`src/rtl/core/paes_pkg.sv`:
```
// Package: shared types and constants for the peer address endpoint select block.
`default_nettype none

package paes_pkg;

  // Byte positions within a descriptor
  localparam int unsigned TEXT_LEN        = 8;
  localparam int unsigned DRCT_LEN        = 4;
  localparam int unsigned DIRECT_PORT_POS = 10;
  localparam int unsigned DIRECT_TAIL_POS = 12;
  localparam int unsigned NAT_POS         = 40;
  localparam int unsigned CAND_LEN        = 6;

  // Method byte limits
  localparam logic [7:0] METHOD_MAX        = 8'd7;
  localparam logic [7:0] METHOD_TEXT_FIRST = 8'd6;

  // NAT kind range for the candidate form
  localparam logic [7:0] NAT_KIND_MIN = 8'd1;
  localparam logic [7:0] NAT_KIND_MAX = 8'd3;

  // Text-ID prefix that marks a rejected descriptor
  localparam logic [7:0] TEXT_ID_PREFIX [TEXT_LEN] = '{
    8'h73, 8'h74, 8'h65, 8'h61, 8'h6d, 8'h69, 8'h64, 8'h3a
  };

  // Direct form marker
  localparam logic [7:0] DRCT_PREFIX [DRCT_LEN] = '{8'h44, 8'h52, 8'h43, 8'h54};

  typedef enum logic [1:0] {
    VERDICT_KEPT        = 2'd0,
    VERDICT_ALTERNATE   = 2'd1,
    VERDICT_REBUILT     = 2'd2,
    VERDICT_UNAVAILABLE = 2'd3
  } verdict_e;

  typedef struct packed {
    logic [31:0] host;
    logic [15:0] port;
  } endpoint_t;

  typedef struct packed {
    logic      ok;
    endpoint_t ep;
  } ep_status_t;

  function automatic logic usable(endpoint_t ep);
    return (ep.host != '0) && (ep.port != '0);
  endfunction

endpackage

`default_nettype wire

```
`src/rtl/core/paes_tracker.sv`:
```
// Per-descriptor validation flags and endpoint capture.
`default_nettype none

module paes_tracker import paes_pkg::*; #(
  parameter int unsigned POS_W         = 6,
  parameter int unsigned PUBLIC_OFFSET = 30
) (
  input  wire logic             clk_i,
  input  wire logic             rst_ni,
  input  wire logic [7:0]       byte_i,
  input  wire logic [POS_W-1:0] pos_i,
  input  wire logic             absorb_i,
  input  wire logic             clear_i,
  output ep_status_t            status_o
);

  localparam logic [POS_W-1:0] TextEnd  = POS_W'(TEXT_LEN);
  localparam logic [POS_W-1:0] DrctEnd  = POS_W'(DRCT_LEN);
  localparam logic [POS_W-1:0] DPortPos = POS_W'(DIRECT_PORT_POS);
  localparam logic [POS_W-1:0] DTailPos = POS_W'(DIRECT_TAIL_POS);
  localparam logic [POS_W-1:0] NatPos   = POS_W'(NAT_POS);
  localparam logic [POS_W-1:0] CandEnd  = POS_W'(CAND_LEN);
  localparam logic [POS_W-1:0] PubStart = POS_W'(PUBLIC_OFFSET);
  localparam logic [POS_W-1:0] PubEnd   = POS_W'(PUBLIC_OFFSET + CAND_LEN);

  logic      text_q, text_d;
  logic      drct_q, drct_d;
  logic      dtail_q, dtail_d;
  logic      ctail_q, ctail_d;
  logic [7:0] nat_q, nat_d;
  endpoint_t dir_q, dir_d;
  endpoint_t loc_q, loc_d;
  endpoint_t pub_q, pub_d;

  logic [POS_W-1:0] pub_rel;
  assign pub_rel = pos_i - PubStart;

  always_comb begin
    text_d  = text_q;
    drct_d  = drct_q;
    dtail_d = dtail_q;
    ctail_d = ctail_q;
    nat_d   = nat_q;
    dir_d   = dir_q;
    loc_d   = loc_q;
    pub_d   = pub_q;
    if (clear_i) begin
      text_d  = 1'b1;
      drct_d  = 1'b1;
      dtail_d = 1'b1;
      ctail_d = 1'b1;
      nat_d   = '0;
      dir_d   = '0;
      loc_d   = '0;
      pub_d   = '0;
    end else if (absorb_i) begin
      if (pos_i < TextEnd && byte_i != TEXT_ID_PREFIX[pos_i[2:0]]) text_d = 1'b0;
      if (pos_i < DrctEnd && byte_i != DRCT_PREFIX[pos_i[1:0]]) drct_d = 1'b0;
      // direct host, big-endian at bytes 4..7
      if (pos_i >= DrctEnd && pos_i < TextEnd) dir_d.host[8*(2'd3 - pos_i[1:0]) +: 8] = byte_i;
      // direct port, big-endian
      if (pos_i == DPortPos) dir_d.port[15:8] = byte_i;
      if (pos_i == DPortPos + 1'b1) dir_d.port[7:0] = byte_i;
      if (pos_i >= DTailPos && byte_i != '0) dtail_d = 1'b0;
      if (pos_i == NatPos) nat_d = byte_i;
      if (pos_i > NatPos && byte_i != '0) ctail_d = 1'b0;
      // local candidate: host big-endian, port little-endian
      if (pos_i < CandEnd) begin
        if (pos_i[2]) loc_d.port[8*pos_i[0] +: 8] = byte_i;
        else loc_d.host[8*(2'd3 - pos_i[1:0]) +: 8] = byte_i;
      end
      if (pos_i >= PubStart && pos_i < PubEnd) begin
        if (pub_rel[2]) pub_d.port[8*pub_rel[0] +: 8] = byte_i;
        else pub_d.host[8*(2'd3 - pub_rel[1:0]) +: 8] = byte_i;
      end
    end
  end

  always_ff @(posedge clk_i or negedge rst_ni) begin
    if (!rst_ni) begin
      text_q  <= 1'b1;
      drct_q  <= 1'b1;
      dtail_q <= 1'b1;
      ctail_q <= 1'b1;
      nat_q   <= '0;
      dir_q   <= '0;
      loc_q   <= '0;
      pub_q   <= '0;
    end else begin
      text_q  <= text_d;
      drct_q  <= drct_d;
      dtail_q <= dtail_d;
      ctail_q <= ctail_d;
      nat_q   <= nat_d;
      dir_q   <= dir_d;
      loc_q   <= loc_d;
      pub_q   <= pub_d;
    end
  end

  // Verdict for this descriptor, byte_i taken as the method byte
  always_comb begin
    status_o = '0;
    if (byte_i <= METHOD_MAX && !text_q) begin
      if (drct_q) begin
        status_o.ok = (byte_i == '0) && dtail_q && usable(dir_q);
        status_o.ep = dir_q;
      end else if (nat_q >= NAT_KIND_MIN && nat_q <= NAT_KIND_MAX && ctail_q) begin
        status_o.ok = usable(loc_q) || usable(pub_q);
        status_o.ep = usable(loc_q) ? loc_q : pub_q;
      end
    end
  end

endmodule

`default_nettype wire

```
`src/rtl/core/peer_address_endpoint_select.sv`:
```
// Top level: peer address endpoint select with byte tracking and result skid.
//
// Usage:
//   Input channel (in_valid_i / in_ready_o): one beat carries byte N of the
//   primary and of the alternate descriptor, from byte zero up to byte
//   ADDR_BYTES-1 (the method byte). Beats before the last make no result.
//   Output channel (out_valid_o / out_ready_i): one beat per descriptor pair,
//   carrying verdict, source, host and port.
//   Throughput: one input beat per cycle while in_ready_o is high.
//   The result beat is registered in the output or the skid register.
//   Verdict logic is a single combinational pass from the per-descriptor
//   flag registers plus the method byte into the output or skid register.
//   Stall: a stalled result sits in the output register; a second result can
//   park in a one-entry skid register, and in_ready_o drops only while the
//   skid is full. Non-final bytes still flow while the output waits.
//   Reset: byte position returns to zero, all flags to their start values,
//   output and skid registers empty.
//   After every method byte the trackers clear, so the next beat opens a
//   new descriptor pair.
`default_nettype none

module peer_address_endpoint_select import paes_pkg::*; #(
  parameter int unsigned ADDR_BYTES    = 42,
  parameter int unsigned PUBLIC_OFFSET = 30
) (
  input  wire logic        clk_i,
  input  wire logic        rst_ni,
  input  wire logic        in_valid_i,
  output logic             in_ready_o,
  input  wire logic [7:0]  primary_byte_i,
  input  wire logic [7:0]  alternate_byte_i,
  output logic             out_valid_o,
  input  wire logic        out_ready_i,
  output logic [1:0]       verdict_o,
  output logic             source_o,
  output logic [31:0]      host_ipv4_o,
  output logic [15:0]      host_port_o
);

  localparam int unsigned POS_W = $clog2(ADDR_BYTES);
  localparam logic [POS_W-1:0] LastPos = POS_W'(ADDR_BYTES - 1);

  typedef struct packed {
    verdict_e  verdict;
    logic      source;
    endpoint_t ep;
  } result_t;

  logic [POS_W-1:0] pos_q, pos_d;
  logic             in_fire, last, produce;
  ep_status_t       pri_st, alt_st;
  result_t          res;
  result_t          out_q, out_d, skid_q, skid_d;
  logic             out_valid_q, out_valid_d, skid_valid_q, skid_valid_d;

  assign in_ready_o = !skid_valid_q;
  assign in_fire    = in_valid_i && in_ready_o;
  assign last       = (pos_q == LastPos);
  assign produce    = in_fire && last;

  assign pos_d = !in_fire ? pos_q : (last ? '0 : pos_q + 1'b1);

  paes_tracker #(
    .POS_W         (POS_W),
    .PUBLIC_OFFSET (PUBLIC_OFFSET)
  ) u_pri (
    .clk_i    (clk_i),
    .rst_ni   (rst_ni),
    .byte_i   (primary_byte_i),
    .pos_i    (pos_q),
    .absorb_i (in_fire && !last),
    .clear_i  (produce),
    .status_o (pri_st)
  );

  paes_tracker #(
    .POS_W         (POS_W),
    .PUBLIC_OFFSET (PUBLIC_OFFSET)
  ) u_alt (
    .clk_i    (clk_i),
    .rst_ni   (rst_ni),
    .byte_i   (alternate_byte_i),
    .pos_i    (pos_q),
    .absorb_i (in_fire && !last),
    .clear_i  (produce),
    .status_o (alt_st)
  );

  // Selection order: a descriptor with a non-text method wins first
  always_comb begin
    priority if (pri_st.ok && primary_byte_i < METHOD_TEXT_FIRST) begin
      res = '{verdict: VERDICT_KEPT, source: 1'b0, ep: pri_st.ep};
    end else if (alt_st.ok && alternate_byte_i < METHOD_TEXT_FIRST) begin
      res = '{verdict: VERDICT_ALTERNATE, source: 1'b1, ep: alt_st.ep};
    end else if (pri_st.ok) begin
      res = '{verdict: VERDICT_REBUILT, source: 1'b0, ep: pri_st.ep};
    end else if (alt_st.ok) begin
      res = '{verdict: VERDICT_REBUILT, source: 1'b1, ep: alt_st.ep};
    end else begin
      res = '{verdict: VERDICT_UNAVAILABLE, source: 1'b0, ep: '0};
    end
  end

  // Output register plus one-entry skid
  always_comb begin
    out_d        = out_q;
    out_valid_d  = out_valid_q;
    skid_d       = skid_q;
    skid_valid_d = skid_valid_q;
    if (!out_valid_q) begin
      out_valid_d = produce;
      out_d       = res;
    end else if (out_ready_i) begin
      if (skid_valid_q) begin
        out_d        = skid_q;
        skid_valid_d = 1'b0;
      end else begin
        out_valid_d = produce;
        out_d       = res;
      end
    end else if (produce) begin
      skid_d       = res;
      skid_valid_d = 1'b1;
    end
  end

  always_ff @(posedge clk_i or negedge rst_ni) begin
    if (!rst_ni) begin
      pos_q        <= '0;
      out_valid_q  <= 1'b0;
      skid_valid_q <= 1'b0;
    end else begin
      pos_q        <= pos_d;
      out_valid_q  <= out_valid_d;
      skid_valid_q <= skid_valid_d;
    end
  end

  always_ff @(posedge clk_i) begin
    out_q  <= out_d;
    skid_q <= skid_d;
  end

  assign out_valid_o = out_valid_q;
  assign verdict_o   = out_q.verdict;
  assign source_o    = out_q.source;
  assign host_ipv4_o = out_q.ep.host;
  assign host_port_o = out_q.ep.port;

endmodule

`default_nettype wire

```
`config.mk`:
```
export PLATFORM = sky130hd
export DESIGN_NAME = peer_address_endpoint_select
export DESIGN_NICKNAME = d
export VERILOG_FILES = /design/src/rtl/core/paes_pkg.sv /design/src/rtl/core/paes_tracker.sv /design/src/rtl/core/peer_address_endpoint_select.sv
export SDC_FILE = /design/constraint.sdc
export NUM_CORES = 1
export LEC_CHECK = 0
export ABC_CLOCK_PERIOD_IN_PS = 5200
export BUFFER_PORTS_ARGS = -buffer_cell sky130_fd_sc_hd__buf_2
export CORE_MARGIN = 10
export CORE_UTILIZATION = 60
export DETAILED_ROUTE_END_ITERATION = 8
export PLACE_DENSITY = 0.83
export SETUP_SLACK_MARGIN = 0.1
export SYNTH_ARGS = -nofsm -noshare
export SYNTH_HDL_FRONTEND = slang
export SYNTH_SLANG_ARGS = --single-unit
```
`constraint.sdc`:
```
create_clock -name clk_i -period 5.2 [get_ports clk_i]
set_input_delay 0.78 -clock clk_i [delete_from_list [all_inputs] [get_ports clk_i]]
set_output_delay 0.78 -clock clk_i [all_outputs]
set_load 0.01 [all_outputs]
```
==> results.cfg, run 1 <==
[synthesis]
synth-compound-area-share_pct = 13.28
synth_xor_area_share_pct = 0.4219
syn_area_per_cell_um2 = 9.453
synth_enable_flop_cells = 102
yosys.area_share.simple_pct = 19.29
synth_top_area_share_pct = 37.61
ys_warn_count = 0
syn_area_mm2 = 0.02076
synth_top_cell_by_area = dfrtp_1
synth.ff_latch_count = 422
yosysUniqueCellTypes = 65
syn_nets = 2228
seq_area_frac_synth_pct = 53.38
synth_ff_type = dfrtp_1
synth_top_family_by_area = simple AND/OR/NAND/NOR gates
synth-adder-area-share_pct = 0.7233
synth.most_common_cell = nand2_1
synthTopCellsByArea = dfrtp_1 (38%), edfxtp_1 (15%), nand2_1 (8.0%)
synth_mux_area_share_pct = 7.914
async_reset_ff_share_pct = 75.83
synth_commonest_cells = nand2_1 (440), o21ai_0 (316), dfrtp_1 (312)
syn_inst = 2196

[run]
cap_violations = 0

[timing]
worst_slew_pin_slew_ns = 1.313
min_period_over_period_pct = 69.52
drv_slew = 0
hold_viol_final = 0
fin_ws_ns = 1.585
fmax_mhz = 276.6
rsz0062_at_grt = false
slew_headroom_pct = 12.45
post-route-min-period_ns = 3.615
whs_ns = 0.2231
fin_setup_tns_ns = 0
setup_violations = 0
fin_worst_skew_ns = 0.02369

[routing]
wl_met1_mm = 24.14
ant_nets = 0
drt-total-wl_mm = 61.09
route.met3.wl_mm = 6.857
wl_per_cell_um = 23.02
wl_met2_mm = 27.31
first_iter_violations = 2490
dr.pass1.iters = 6
vias = 17471
drc = 0
routed.top_layer = met4
drt-vias-per-instance = 6.583

[cells_and_area]
multi_input_area_mm2 = 0.008737
final_area_mm2 = 0.02273
diodes = 0
drive_above_1_share_pct = 10.00
syn_to_final_growth_pct = 9.505
nNetsFinal = 2196
ff_latch_area_mm2 = 0.01108
fillers = 2649
final_cell_count_no_fill = 2654

[min_path]
min_path_type = input port to async pin

[critical_path]
crit_required_ns = 5.67
crit_path_start_kind = register
endpoint_kind = register
crit_arrival_ns = 4.08
worstSetupPathType = register to register
r2r_setup_slack_ns = 1.58
crit_fanout = 32

[die]
ios = 73
die_x_um = 206.0
initial_utilization_pct = 60.39
row_count = 68
fp.coreArea_mm2 = 0.03437
die_area_mm2 = 0.04244
fp.dieH_um = 206.0

[cts]
cts_max_level = 2
hold_buffers = 0
clk_pin_slew_ns = 0.06
max-clock-path-buffers = 3
cts_tree = yes
post_cts_buffers = 0
cts_resized = 0
cts_buffers = 43
clk_latency_ns = 0.57
cts.sinks = 422
cts.root.buffer_cell = clkbuf_16

[place]
placedCellCount = 2574
dp_hpwl_mm = 38.78
placed_area_mm2 = 0.02128
post-place-ws_ns = 1.330
place_congestion = 0.9634
numPortBuffers = 72

[grt]
grt_pass1_vias = 16984
grt_max_degree = 119
grt_pass1_wl_mm = 95.67
antenna_found_initial = 0
overflow = 0
track_usage_pct = 28.64

[pwr]
leakagePower_uw = 0.01018
vdd_drop_max_v = 0.0008362
powerDensity_mw_per_mm2 = 581.4

[run_status]
status = complete, no violations
state kept, by name, summed over array words and instances, names as in the netlist:
| signal | flops |
|---|---|
| host_port_o | 16 |
| u_alt.dir_q | 48 |
| verdict_o | 2 |
| pos_q | 6 |
| skid_q | 51 |
| source_o | 1 |
| u_pri.dir_q | 48 |
| u_pri.drct_q | 1 |
| u_alt.ctail_q | 1 |
| u_pri.ctail_q | 1 |
| u_alt.loc_q | 48 |
| skid_valid_q | 1 |
| u_pri.loc_q | 48 |
| u_alt.pub_q | 48 |
| u_pri.text_q | 1 |
| u_alt.dtail_q | 1 |
| u_alt.drct_q | 1 |
| u_pri.nat_q | 8 |
| u_alt.text_q | 1 |
| out_valid_o | 1 |
| u_alt.nat_q | 8 |
| u_pri.pub_q | 48 |
| host_ipv4_o | 32 |
| u_pri.dtail_q | 1 |
routing by layer:
metal  vias up  track usage (%)
met2      1115            43.79
li1       7691                -
met1      8470            38.54
met3       195            6.348
met5         -                0
met4         0            13.00
critical path, cell delays in order, from the launching register on:
cell      delay [ns]
dfrtp_1         0.96
clkinv_1        0.53
ha_1            0.52
nor2_1          0.24
a21o_1          0.82
nand3_1         0.29
o21ai_0         0.16
report_power, final:
part | internal, uW | switching [uW]
combinational | 2150 | 3100
sequential | 4090 | 716
clock | 1850 | 1320
layout by cell type, fill, tap and decap left out, types with 6 or more instances in the layout:
| cell type | n |
|---|---|
| a21o_1 | 6 |
| a21oi_1 | 17 |
| a22o_1 | 79 |
| buf_2 | 71 |
| buf_4 | 33 |
| clkbuf_1 | 8 |
| clkbuf_16 | 45 |
| clkbuf_8 | 11 |
| clkinv_2 | 9 |
| dfrtp_1 | 312 |
| dfstp_2 | 8 |
| edfxtp_1 | 102 |
| ha_1 | 12 |
| inv_1 | 55 |
| mux2i_1 | 163 |
| nand2_1 | 439 |
| nand3_1 | 201 |
| nand4_1 | 23 |
| nor2_1 | 84 |
| nor3_1 | 10 |
| nor4_1 | 80 |
| o21ai_0 | 311 |
| o21ai_1 | 13 |
cell families (layout without fill, tap and decap cells):
| group | after synthesis | after routing |
|---|---|---|
| AND/OR/NAND/NOR | 883 | 883 |
| buffers and inverters | 241 | 244 |
| multiplexers | 164 | 164 |
| adder cells (fa/ha/maj) | 12 | 12 |
| AO/OA/AOI/OAI | 464 | 464 |
| XOR/XNOR | 10 | 10 |
| flip-flops | 422 | 422 |
path summary, 6_finish.rpt:
| kind | startpoint | depth (start not counted) | endpoint |
|---|---|---|---|
| setup reg to reg | pos_q[2] | 6 | u_pri.pub_q[30] |
| max in group asynchronous | rst_ni | 2 | u_pri.loc_q[42] |
| min in group clk_i | out_ready_i | 2 | skid_valid_q |
| hold / removal | rst_ni | 1 | u_pri.pub_q[13] |
| hold reg to reg | u_pri.dtail_q | 2 | u_pri.dtail_q |
| setup / recovery | pos_q[2] | 6 | u_pri.pub_q[30] |
per-stage QoR:
stage	power (uW)	utilization, %
3_5_place_dp	9878	61.90
3_3_place_gp	9706	61.90
5_1_grt	13760	66.13
6_report	13220	66.13
2_1_floorplan	8416	-
4_1_cts	13030	66.13
area by class of cell:
class / instances / area share (%)
Sequential cell: 422 / 48.74
Clock buffer: 64 / 5.752
Clock inverter: 16 / 0.6550
Timing Repair Buffer: 108 / 2.983
Multi-Input combinational cell: 1533 / 38.44
Inverter: 56 / 0.9247
Tap cell: 455 / 2.504
No activity file was read; power rests on OpenSTA's default activity.
==> run 2, diff against run 1 <==
ABC_CLOCK_PERIOD_IN_PS = 3100   (was 5200)
CORE_UTILIZATION = 56   (was 60)
PLACE_DENSITY = 0.81   (was 0.83)
clock period = 3.1 ns   (was 5.2 ns; I/O delays follow)
==> results.cfg, run 2 (synthesis results as in run 1) <==
[place]
placedCellCount = 2647
place_congestion = 0.9574
numPortBuffers = 72
dp_hpwl_mm = 40.83

[routing]
dr.pass1.iters = 7
drt-total-wl_mm = 62.45
vias = 17600
first_iter_violations = 2379
drc = 0
drt-vias-per-instance = 6.445
ant_nets = 0
wl_per_cell_um = 22.87

[cells_and_area]
layout_commonest_cell = nand2_1
final_cell_mix = nand2_1 (439), dfrtp_1 (312), o21ai_0 (310)
drive_above_1_share_pct = 12.25
final_cell_count_no_fill = 2731
nNetsFinal = 2258
largest_register = skid_q
largest_register_ffs = 51
syn_to_final_growth_pct = 12.08

[run]
cap_violations = 0

[timing]
drv_slew = 0
hold_viol_final = 0
fin_setup_tns_ns = 0
worst_slew_pin_slew_ns = 1.134
fin_worst_skew_ns = 0.02324
post-route-min-period_ns = 2.971
rsz0062_at_grt = false
fmax_mhz = 336.6
min_period_over_period_pct = 95.83
setup_violations = 0
whs_ns = 0.09195
slew_headroom_pct = 24.40

[cts]
max-clock-path-buffers = 3
clk_pin_slew_ns = 0.06
cts_buffers = 44
cts_max_level = 2
cts_tree = yes
clk_latency_ns = 0.57
cts.root.buffer_cell = clkbuf_16
cts.sinks = 422
post_cts_buffers = 0

[critical_path]
crit_fanout = 26
timing.rr.end = skid_q[49]
worstSetupPathType = register to register
crit_required_ns = 3.40
endpoint_kind = register
crit_path_start_kind = register
r2r_setup_slack_ns = 0.13
r2r.worst_path.cells = 8
worstReg2RegStart = u_alt.loc_q[25]
crit_arrival_ns = 3.27

[die]
fp.dieH_um = 212.5
die_x_um = 212.5
initial_utilization_pct = 56.70
row_count = 70
die_area_mm2 = 0.04517
ios = 73
fp.coreArea_mm2 = 0.03661

[min_path]
min_path_cells = 2
hp-start = out_ready_i
min_path_type = input port to register
worstHoldEndpoint = skid_valid_q

[grt]
track_usage_pct = 27.35
grt_pass1_wl_mm = 96.78
overflow = 0
grt_pass1_vias = 16911
grt_max_degree = 81
antenna_found_initial = 0

[pwr]
leakagePower_uw = 0.01048
powerDensity_mw_per_mm2 = 976.6
vdd_drop_max_v = 0.001414

[run_status]
status = complete, no violations
[run 2: changes by cell type in the layout (fill, tap and decap cells not counted), sizes merged]
| cell | previous run | this run |
|---|---|---|
| buf | 108 | 168 |
| clkbuf | 64 | 65 |
| clkinv | 12 | 13 |
| clkinvlp | 2 | 1 |
| diode | 0 | 1 |
| dlygate4sd3 | 0 | 1 |
| inv | 56 | 57 |
[run 2: through the flow]
step	power [uW]	utilization, %	instance area (um^2)	setup WS, ns
after floorplan	14120	-	20770	0.1593
final	22720	63.55	23270	0.1293
after global placement	16990	59.53	21790	0.2118
after detailed placement	17260	59.53	21790	0.1281
after CTS	22490	63.45	23230	0.1121
after global routing	23630	63.54	23260	0.1088
[run 2: how the worst max path moves through the flow]
stage	from	end	slack [ns]	cells after the start
after floorplan	pos_q[1]	skid_q[0]	0.16	9
after global placement	primary_byte_i[5]	host_ipv4_o[13]	0.21	9
after detailed placement	u_alt.nat_q[6]	skid_q[28]	0.13	8
after CTS	u_alt.nat_q[6]	skid_q[28]	0.11	8
after global routing	pos_q[0]	u_alt.loc_q[21]	0.11	5
final	u_alt.loc_q[25]	skid_q[49]	0.13	8
[run 2: report_power, final]
group / leakage, uW / internal, uW / switching (uW) / total (uW)
Clock: 0.000697 / 3020 / 2180 / 5200
Sequential: 0.00510 / 6860 / 1090 / 7950
Combinational: 0.00469 / 4180 / 5390 / 9570
Total: 0.0105 / 14100 / 8660 / 22700
[run 2: critical path, cell delays in order (launching register included)]
cell	delay, ns
dfrtp_1	0.40
nor4_1	0.48
nand4_1	0.35
o21a_1	0.29
o21ai_1	0.20
and2_4	0.22
o21a_4	0.43
buf_4	0.26
nor2_1	0.06
[run 2: timing repair]
item | CTS | global route
hold buffers | 1 | 0
setup endpoints to repair | 2 | 83
hold endpoints to repair | 74 | 0
gates resized for setup | 1 | 7
cloned | 0 | 0
[run 2: metal layers]
metal  routed length, um  vias to the layer above  GRT usage [%]
met5                   0                        -              0
met4                2498                        0          11.62
met3                6848                      176          6.420
met2               28480                     1034          42.35
met1               24620                     8570          36.22
li1                    -                     7820              -
[run 2: layout make-up]
| type | count | area, um^2 |
|---|---|---|
| inverters | 56 | 210.2 |
| clock inverters | 17 | 142.6 |
| multi-input cells | 1533 | 8768 |
| fillers | 2891 | 13340 |
| repair buffers | 169 | 1201 |
| flip-flops and latches | 422 | 11080 |
| well taps | 468 | 585.6 |
| clock buffers | 65 | 1275 |
| diodes | 1 | 2.502 |
==> run 3, diff against run 2 <==
--- a/config.mk
+++ b/config.mk
@@ -8,6 +8,9 @@
 export ABC_CLOCK_PERIOD_IN_PS = 3100
 export BUFFER_PORTS_ARGS = -buffer_cell sky130_fd_sc_hd__buf_2
+export CELL_PAD_IN_SITES_DETAIL_PLACEMENT = 1
+export CELL_PAD_IN_SITES_GLOBAL_PLACEMENT = 2
 export CORE_MARGIN = 10
-export CORE_UTILIZATION = 56
+export CORE_UTILIZATION = 36
+export CTS_CLUSTER_SIZE = 14
 export DETAILED_ROUTE_END_ITERATION = 8
 export PLACE_DENSITY = 0.81
==> constraint.sdc (replaced) <==
create_clock -name clk_i -period 3.1 [get_ports clk_i]
set_input_delay 0.465 -clock clk_i [delete_from_list [all_inputs] [get_ports clk_i]]
set_output_delay 0.465 -clock clk_i [all_outputs]
set_load 0.005 [all_outputs]
==> results.cfg, run 3 (synthesis results as in run 1) <==
[run]
cap_violations = 0

[die]
initial_utilization_pct = 36.60
fp.dieH_um = 260.1
die_area_mm2 = 0.06767
die_x_um = 260.1
fp.coreArea_mm2 = 0.05671
ios = 73
row_count = 87

[cells_and_area]
layout_commonest_cell = nand2_1
largest_register_ffs = 51
largest_register = skid_q
postLayoutCoreUtil_pct = 42.69
syn_to_final_growth_pct = 16.62
nNetsFinal = 2293
drive_above_1_share_pct = 14.17
final_cell_mix = nand2_1 (439), dfrtp_1 (312), o21ai_0 (311)

[timing]
rsz0062_at_grt = true
hold_viol_final = 0
drv_slew = 0
fin_setup_tns_ns = 0
fin_worst_skew_ns = 0.02617
setup_violations = 0
worst_slew_pin_slew_ns = 1.134
post-route-min-period_ns = 2.912
fin_ws_ns = 0.1882
min_period_over_period_pct = 93.93
fmax_mhz = 343.4
slew_headroom_pct = 24.37
whs_ns = 0.1184

[routing]
drt-total-wl_mm = 74.84
drc = 0
ant_nets = 0
wl_per_cell_um = 24.47
dr.pass1.iters = 5
vias = 17523
first_iter_violations = 1278
drt-vias-per-instance = 5.730

[cts]
clk_pin_slew_ns = 0.06
cts.sinks = 422
cts_buffers = 48
cts.root.buffer_cell = clkbuf_16
max-clock-path-buffers = 3
clk_latency_ns = 0.61
cts_tree = yes
cts_max_level = 2

[critical_path]
worstSetupPathType = register to register
r2r.worst_path.cells = 8
crit_path_start_kind = register
timing.rr.end = host_port_o[4]
r2r_setup_slack_ns = 0.19
crit_fanout = 12
crit_required_ns = 3.54
worstReg2RegStart = u_pri.pub_q[41]
crit_arrival_ns = 3.35
endpoint_kind = register
cp-startpoint = u_pri.pub_q[41]

[place]
dp_hpwl_mm = 50.12
numPortBuffers = 72
post-place-ws_ns = 0.1451
place_congestion = 0.8762

[pwr]
leakagePower_uw = 0.01081
powerDensity_mw_per_mm2 = 1029
finalPower_uw = 24920
vdd_drop_max_v = 0.0008088

[grt]
grt_pass1_vias = 18498
track_usage_pct = 22.06
overflow = 0
antenna_found_initial = 4
grt_pass1_wl_mm = 115.9
grt_max_degree = 99

[min_path]
hp-start = out_ready_i
min_path_cells = 2
worstHoldEndpoint = skid_valid_q
min_path_type = input port to register

[run_status]
status = complete, no violations
## run 3: cell type report
class,count,area (um^2)
Fill cell,6387,32500
Sequential cell,422,11080
Multi-Input combinational cell,1533,8752
Timing Repair Buffer,200,1521
Clock buffer,65,1429
Tap cell,756,945.9
Clock inverter,25,267.8
Inverter,56,210.2
Antenna cell,1,2.502
## run 3: metrics by stage
stage,instance area (um^2),cells
after floorplan,20770,2196
after global placement,22470,2963
after detailed placement,22470,2963
after CTS,24180,3054
after global routing,24210,3058
final,24210,3058
## run 3: critical path, cell delays in order (launching register included)
cell	delay [ns]
dfrtp_1	0.41
nor4_1	0.58
nand4_1	0.40
o2111ai_1	0.34
o211ai_2	0.16
a22oi_2	0.25
buf_4	0.30
nand3_1	0.11
nand3_1	0.18
## run 3: repair_timing
item	4_1_cts	5_1_grt
endpoints found under the hold margin	66	0
setup endpoints to repair	0	106
resized for setup	0	1
hold buffers	1	0
setup buffers	0	3
## run 3: power by group
part	switching, uW	internal [uW]	leakage, uW
clock network	2480	3660	0.000840
registers	1130	6850	0.00510
logic	5860	4950	0.00487
## run 3: how the worst max path moves through the flow
stage          cells after the start              end
2_1_floorplan                      9        skid_q[0]
3_3_place_gp                       8  host_port_o[14]
3_5_place_dp                       7  host_ipv4_o[14]
4_1_cts                            8   host_ipv4_o[2]
5_1_grt                            7  u_alt.pub_q[38]
6_report                           8   host_port_o[4]
## run 3: layer usage
metal	vias to the layer above	share of wire [%]	wire [um]	track usage, %
li1	7919	-	-	-
met1	9010	45	33450	29.39
met2	480	47	35490	36.10
met3	110	5.0	3730	3.302
met4	4	2.9	2142	7.492
met5	-	0.035	26	0
